`src/sv/safc_pkg.sv`:
```
`timescale 1ns / 1ps
`default_nettype none
package safc_pkg;

	localparam int CACHE_SIZE = 4096;
	localparam int LINE_SIZE  = 16;
	localparam int LINE_HALF  = LINE_SIZE / 2;
	localparam int ADDR_W     = $clog2(CACHE_SIZE);
	localparam int LANE_W     = $clog2(LINE_SIZE);
	localparam int LINE_W     = ADDR_W - LANE_W;
	localparam int CNT_W      = LANE_W + 1;
	localparam int CFG_IDX_W  = 8;

	localparam logic [CFG_IDX_W-1:0] CFG_ACTIVE   = 8'd0;
	localparam logic [CFG_IDX_W-1:0] CFG_INACTIVE = 8'd1;

	localparam logic [15:0] ACTIVE_RESET   = 16'd300;
	localparam logic [15:0] INACTIVE_RESET = 16'd30;

	localparam logic [7:0] SYN_MASK = 8'h02;
	localparam logic [7:0] END_MASK = 8'h05;

	localparam logic [1:0] REASON_ACTIVE    = 2'd0;
	localparam logic [1:0] REASON_INACTIVE  = 2'd1;
	localparam logic [1:0] REASON_END       = 2'd2;
	localparam logic [1:0] REASON_COLLISION = 2'd3;

	typedef struct packed {
		logic        valid;
		logic [63:0] hash;
		logic [31:0] first_seen;
		logic [31:0] last_seen;
		logic [7:0]  flags;
		logic [31:0] packets;
	} ent_t;

	typedef struct packed {
		logic [63:0] hash;
		logic [1:0]  reason;
		logic [31:0] packets;
		logic [31:0] first_seen;
		logic [31:0] last_seen;
		logic [7:0]  flags;
	} res_t;

	typedef enum logic [3:0] {
		ST_CLR, ST_IDLE, ST_RD, ST_LOOK, ST_UPD, ST_WB, ST_SRD, ST_SCHK, ST_FLUSH
	} state_t;

	typedef struct packed {
		logic              clr_wr;
		logic              latch;
		logic              rd;
		logic              cap;
		logic              look;
		logic              upd;
		logic              wb;
		logic              srd;
		logic              schk;
		logic              flush;
		logic [LANE_W-1:0] idx;
		logic [ADDR_W-1:0] caddr;
	} cmd_t;

	typedef struct packed {
		logic look_emit;
		logic upd_emit;
		logic scan_emit;
		logic can_push;
		logic pend_v;
		logic out_free;
	} sts_t;

	// True when now is not below then and now - then reaches the limit.
	function automatic logic expired(logic [31:0] now, logic [31:0] then,
		logic [15:0] limit);
		logic [32:0] d;
		d = {1'b0, now} - {1'b0, then};
		return !d[32] && (d[31:0] >= {16'd0, limit});
	endfunction

endpackage
`default_nettype wire

```
`src/sv/safc_ctrl.sv`:
```
`timescale 1ns / 1ps
`default_nettype none
module safc_ctrl (
	input  wire logic            clk,
	input  wire logic            arst_n,
	input  wire logic            in_valid,
	output logic                 in_ready,
	input  wire safc_pkg::sts_t  sts,
	output safc_pkg::cmd_t       cmd
);

	safc_pkg::state_t state_q, state_d;
	logic [safc_pkg::ADDR_W-1:0] clr_q;
	logic [safc_pkg::CNT_W-1:0]  cnt_q;
	logic rd_end, wb_end, scan_end, look_go, upd_go, schk_go, flush_go;

	assign rd_end   = cnt_q == safc_pkg::CNT_W'(safc_pkg::LINE_SIZE);
	assign wb_end   = cnt_q == safc_pkg::CNT_W'(safc_pkg::LINE_SIZE - 1);
	assign scan_end = cnt_q == safc_pkg::CNT_W'(safc_pkg::LINE_HALF - 1);
	assign look_go  = !sts.look_emit || sts.can_push;
	assign upd_go   = !sts.upd_emit || sts.can_push;
	assign schk_go  = !sts.scan_emit || sts.can_push;
	assign flush_go = !sts.pend_v || sts.out_free;

	always_comb begin
		state_d = state_q;
		unique case (state_q)
			safc_pkg::ST_CLR:   if (&clr_q) state_d = safc_pkg::ST_IDLE;
			safc_pkg::ST_IDLE:  if (in_valid) state_d = safc_pkg::ST_RD;
			safc_pkg::ST_RD:    if (rd_end) state_d = safc_pkg::ST_LOOK;
			safc_pkg::ST_LOOK:  if (look_go) state_d = safc_pkg::ST_UPD;
			safc_pkg::ST_UPD: begin
				if (upd_go) state_d = sts.upd_emit ? safc_pkg::ST_LOOK : safc_pkg::ST_WB;
			end
			safc_pkg::ST_WB:    if (wb_end) state_d = safc_pkg::ST_SRD;
			safc_pkg::ST_SRD:   state_d = safc_pkg::ST_SCHK;
			safc_pkg::ST_SCHK: begin
				if (schk_go) state_d = scan_end ? safc_pkg::ST_FLUSH : safc_pkg::ST_SRD;
			end
			safc_pkg::ST_FLUSH: if (flush_go) state_d = safc_pkg::ST_IDLE;
			default:            state_d = safc_pkg::ST_IDLE;
		endcase
	end

	always_comb begin
		cmd       = '0;
		cmd.idx   = cnt_q[safc_pkg::LANE_W-1:0];
		cmd.caddr = clr_q;
		in_ready  = 1'b0;
		unique case (state_q)
			safc_pkg::ST_CLR:   cmd.clr_wr = 1'b1;
			safc_pkg::ST_IDLE: begin
				in_ready  = 1'b1;
				cmd.latch = in_valid;
			end
			safc_pkg::ST_RD: begin
				cmd.rd  = !rd_end;
				cmd.cap = cnt_q != '0;
			end
			safc_pkg::ST_LOOK:  cmd.look = look_go;
			safc_pkg::ST_UPD:   cmd.upd = upd_go;
			safc_pkg::ST_WB:    cmd.wb = 1'b1;
			safc_pkg::ST_SRD:   cmd.srd = 1'b1;
			safc_pkg::ST_SCHK:  cmd.schk = schk_go;
			safc_pkg::ST_FLUSH: cmd.flush = flush_go;
			default:            cmd = '0;
		endcase
	end

	always_ff @(posedge clk or negedge arst_n) begin
		if (!arst_n) begin
			state_q <= safc_pkg::ST_CLR;
			clr_q   <= '0;
			cnt_q   <= '0;
		end else begin
			state_q <= state_d;
			if (state_q == safc_pkg::ST_CLR) clr_q <= clr_q + 1'b1;
			case (state_q)
				safc_pkg::ST_RD:   cnt_q <= rd_end ? '0 : cnt_q + 1'b1;
				safc_pkg::ST_WB:   cnt_q <= wb_end ? '0 : cnt_q + 1'b1;
				safc_pkg::ST_SCHK: if (schk_go) cnt_q <= scan_end ? '0 : cnt_q + 1'b1;
				default:           ;
			endcase
		end
	end

endmodule
`default_nettype wire

```
`config.mk`:
```
export PLATFORM = sky130hd
export DESIGN_NAME = safc_ctrl
export DESIGN_NICKNAME = d
export VERILOG_FILES = /design/src/sv/safc_pkg.sv /design/src/sv/safc_ctrl.sv
export SDC_FILE = /design/constraint.sdc
export NUM_CORES = 1
export LEC_CHECK = 0
export ABC_AREA = 1
export BUFFER_PORTS_ARGS = -buffer_cell sky130_fd_sc_hd__buf_2
export CORE_MARGIN = 2
export CORE_UTILIZATION = 40
export DETAILED_ROUTE_END_ITERATION = 16
export SLEW_MARGIN = 20
export SYNTH_ARGS = -nofsm -noshare
export SYNTH_HDL_FRONTEND = slang
export SYNTH_SLANG_ARGS = --single-unit
```
`constraint.sdc`:
```
create_clock -name clk -period 2.5 [get_ports clk]
set_clock_uncertainty 0.05 [all_clocks]
set_input_delay 0.25 -clock clk [delete_from_list [all_inputs] [get_ports clk]]
set_output_delay 0.25 -clock clk [all_outputs]
set_load 0.1 [all_outputs]
```
After elaboration in Yosys (flattened, before gate mapping). Cells that the tools add are included.

Flip-flop bits (word level): 21. Output and inout bits: 27. Word-level logic and storage cells: 67.

Add/sub/neg operators: 2. Reduce and logical (&&, ||, !) cells: 16. Eq/ne operators: 19. Mux-type cells: 27.

Operator list (count): $mux 4 (9); $pmux 4 s9 (1); $mux 5 (4); $eq 4x3->1 const B (4); $mux 16 (1); $ne 2x2->1 const B (8); $pmux 5 s3 (1); $add 12x1->12 const B (1); $reduce_and 12->1 (1); $mux 1 (9); $reduce_or 9->1 (1); $eq 4x2->1 const B (2); $reduce_and 8->1 (1); $add 5x1->5 const B (1); $eq 5x3->1 const B (1); $eq 5x4->1 const B (1); $eq 5x5->1 const B (1); $logic_not 1->1 (5); $reduce_bool 5->1 (1); $eq 4x1->1 const B (1); $eq 4x4->1 const B (1); $logic_not 4->1 (1); $logic_or 1x1->1 (4); $mux 3 (1); other kinds (3) (3).

Logic depth before layout (Yosys ltp).
Depth in word-level cells: 4. Mapped depth: 11. Gate-level depth less buffers: 11.

Least setup slack after synthesis. No wires, ideal clock.

Path kind: flip-flop to output port. Start: reg state_q[1]. End: out cmd[10] (netlist bit). Buffers on the path: 1. Setup slack: 21 ps. Data arrival time: 2179 ps. Required time: 2200 ps. Cell stages (with the launch flop): 5. Cell sequence: dfrtp_1 nor2_4 a21oi_2 buf_2 nor2_1.

RTL lines: start: declaration (RTL line safc_ctrl.sv:12) `safc_pkg::state_t state_q, state_d;`; start signal: assignment (RTL line safc_ctrl.sv:72) `state_q <= safc_pkg::ST_CLR;`; start signal: assignment (RTL line safc_ctrl.sv:76) `state_q <= state_d;`; end: declaration (RTL line safc_ctrl.sv:9) `output safc_pkg::cmd_t cmd`.

==> summary.txt <==
Logic synthesis
  – Syn_nets: 230
  – Combinational family with the most area after synthesis: simple AND/OR/NAND/NOR gates
  – Yosys warns: 0
  – Post-synth ARST share: 100%
  – Adder-cell share of the synthesized area: 4.23%
  – Synth cell types: 23
  – Sequential share of the synthesized area: 35.5%
  – Post-synth EDFFs: 0
  – Avg Inst Size Synth: 6.85 sq um
  – Mux cell area share after synthesis: 0%
  – Cell taking the most area after synthesis: dfrtp_1
  – Top FF cell, synth: dfrtp_1
  – Post-synth top cells: nand2_1 (47), nor2_1 (43), inv_1 (32)
  – Syn Inst Count: 216
  – Synth Area in Compound Gates: 5.24%
  – XOR/XNOR Fraction of Synth Area: 5.92%
  – Top cell type's share of synthesized area: 35.5%
  – Post-Syn Area: 1480 sq um
  – Synth area leaders: dfrtp_1 (36%), nand2_1 (12%), nor2_1 (11%)
  – Synth Area in Simple Gates: 39.1%
  – Synth Register Bits: 21
  – Most frequent cell after synthesis: nand2_1

STA
  – Final hold violations: 0
  – Worst slew margin: 54.1%
  – Setup TNS: 0 ns
  – Least-Margin Pin Slew: 0.689 ns
  – Final Setup Violations: 0
  – Fin crit share: 84.9%
  – RSZ-0062 raised after global routing: false
  – Fmax: 0.471 GHz
  – Final min period: 2.12 ns
  – Max-slew violations: 0

Floorplanning
  – Die Area: 4200 sq um
  – Initial core utilization: 41.0%
  – Die width: 64.8 um
  – Die Ht: 64.8 um
  – Row count: 22
  – Core Region: 3610 sq um
  – I/O pins: 36

Global routing
  – GRT Util Overall: 15.5%
  – First-pass GRT wire length: 5.14 mm
  – Vias in the first global route: 1227
  – Met3 Use GR: 2.60%
  – Grt total ovfl: 0
  – M1 GR Usage: 20.7%
  – GR peak layer: met2
  – Largest net degree at the start of global routing: 22
  – Met2 Use GR: 25.3%
  – Initial antenna violation count: 0

Power and ir drop
  – Int Power: 460 uW
  – Sequential cell fraction of total power: 58.1%
  – Clk network pwr share: 38.7%
  – Leakage: 0.967 nW
  – Cell Pwr Density: 331 nW/um^2
  – Gate power share: 3.2%
  – Peak supply drop: 0.225 mV
  – P_sw: 124 uW
  – Switching share of power: 21.3%

Placed design
  – Port bufs: 35
  – Routability cong.: 0.807
  – Area after DPL: 1710 sq um
  – Post-DP HPWL: 2.46 mm

Clock tree
  – Cts hold-fix bufs: 1
  – CTS max path bufs: 2
  – Post-CTS resize count: 0
  – Clk root buf: clkbuf_8
  – Sink Count: 21
  – Setup bufs post-CTS: 0
  – H-Tree Depth: 1
  – Num CTS Buffers: 3
  – CTS tree: yes
  – Clk Latency, worst-skew pair: 0.26 ns
  – Clock-pin slew on the worst setup and hold paths: 0.08 ns

Run
  – Max_cap viols: 0

Route
  – DRT iter0 DRCs: 36
  – First-pass DRT Iterations: 4
  – Via Count: 1353
  – Per-cell routed wire length: 10.2 um
  – DR vias/cell: 4.47
  – Post-route ant nets: 0
  – DRC Markers: 0
  – Post-Route WL: 3.08 mm

Min path
  – Hold Path End: state_q[3]$_DFFE_PN0P_
  – Hold Crit Start: sts[0]
  – Min-Delay Path Class: in2reg
  – Hold depth: 4

Worst setup path
  – CP arrival: 1.82 ns
  – WS Path Type: reg2out
  – Cells on worst reg2reg path: 11
  – Critical path data required time: 2.20 ns
  – Critical path launch point type: flip-flop
  – Nature of the critical path endpoint: output pin
  – CP max FO: 16
  – Worst r2r dst: state_q[1]$_DFFE_PN0P_
  – R2r setup slk: 0.75 ns
  – Reg2Reg Launch Point: cnt_q[1]$_DFFE_PN0P_

Final layout
  – Area delta synth->final: 19.3%
  – Final net count: 270
  – Layout cell share with drive strength beyond 1: 23.1%
  – Post-route cell area: 1770 sq um
  – Diodes inserted: 0

Status
  – Outcome: finished, final reports clean
==> state kept, by name, indices dropped and copies added, names as in the netlist <==
| signal | flops |
|---|---|
| cnt_q | 5 |
| state_q | 4 |
| clr_q | 12 |
==> final cells by class <==
| type | count | area [sq um] |
|---|---|---|
| sequential | 21 | 526 |
| multi-input combinational | 156 | 807 |
| inverter | 38 | 143 |
| fill | 374 | 1840 |
| tap | 48 | 60.1 |
| clock buffer | 4 | 45.0 |
| timing repair buffer | 36 | 185 |
==> layer usage <==
metal | wire length [um] | part of all wire [%]
met1 | 1600 | 52
met2 | 1300 | 42
met3 | 148 | 4.8
met4 | 33 | 1.1
met5 | 0 | 0
==> logic make-up after synthesis <==
family / Yosys count
flip-flops: 21
AO/OA/AOI/OAI: 14
XOR/XNOR: 10
AND/OR/NAND/NOR: 127
buffers and inverters: 39
adder cells (fa/ha/maj): 5
==> worst max-delay path by stage <==
stage / from / end / slack [ns] / cells past startpoint
2_1_floorplan: state_q[1]$_DFFE_PN0P_ / cmd[10] / 0.02 / 4
3_3_place_gp: state_q[1]$_DFFE_PN0P_ / cmd[15] / 0.63 / 4
3_5_place_dp: state_q[1]$_DFFE_PN0P_ / cmd[14] / 0.65 / 4
4_1_cts: state_q[1]$_DFFE_PN0P_ / cmd[14] / 0.35 / 4
5_1_grt: state_q[1]$_DFFE_PN0P_ / cmd[3] / 0.20 / 4
6_report: state_q[1]$_DFFE_PN0P_ / cmd[14] / 0.38 / 4
==> metrics by stage <==
step / worst slack [ns] / power [mW] / utilization [%] / hold slack (ns) / cells
after floorplan: 0.0214 / 0.350 / - / -0.0956 / 216
after global placement: 0.629 / 0.364 / 47.4 / 0.190 / 298
after detailed placement: 0.653 / 0.364 / 47.4 / 0.193 / 298
after CTS: 0.352 / 0.591 / 49.0 / 0.257 / 303
after global routing: 0.202 / 0.617 / 49.0 / 0.292 / 303
final: 0.378 / 0.584 / 49.0 / 0.250 / 303
==> worst max-delay path, cell delays in order, from the launching register on <==
cell and delay, ns:
dfrtp_1 0.47, nor2_4 0.10, a21oi_2 0.57, nor2_1 0.08, buf_2 0.32
==> power by group through the flow <==
stage | clock network, mW | registers [mW] | logic, mW
final | 0.226 | 0.339 | 0.0186
after floorplan | 0 | 0.346 | 0.00393
after detailed placement | 0 | 0.346 | 0.0181
after CTS | 0.233 | 0.339 | 0.0194
after global routing | 0.256 | 0.339 | 0.0218
after global placement | 0 | 0.346 | 0.0180
==> cell usage in the layout (no fill, tap or decap), types with 5 or more instances in the layout <==
cell     instances
buf_2           35
dfrtp_1         21
ha_1             5
inv_1           32
inv_2            6
nand2_1         47
nand3_1         12
nand4_1          7
nor2_1          43
nor2_2           8
o21ai_1          6
xor2_1          10
No activity file was read; power rests on OpenSTA's default activity.
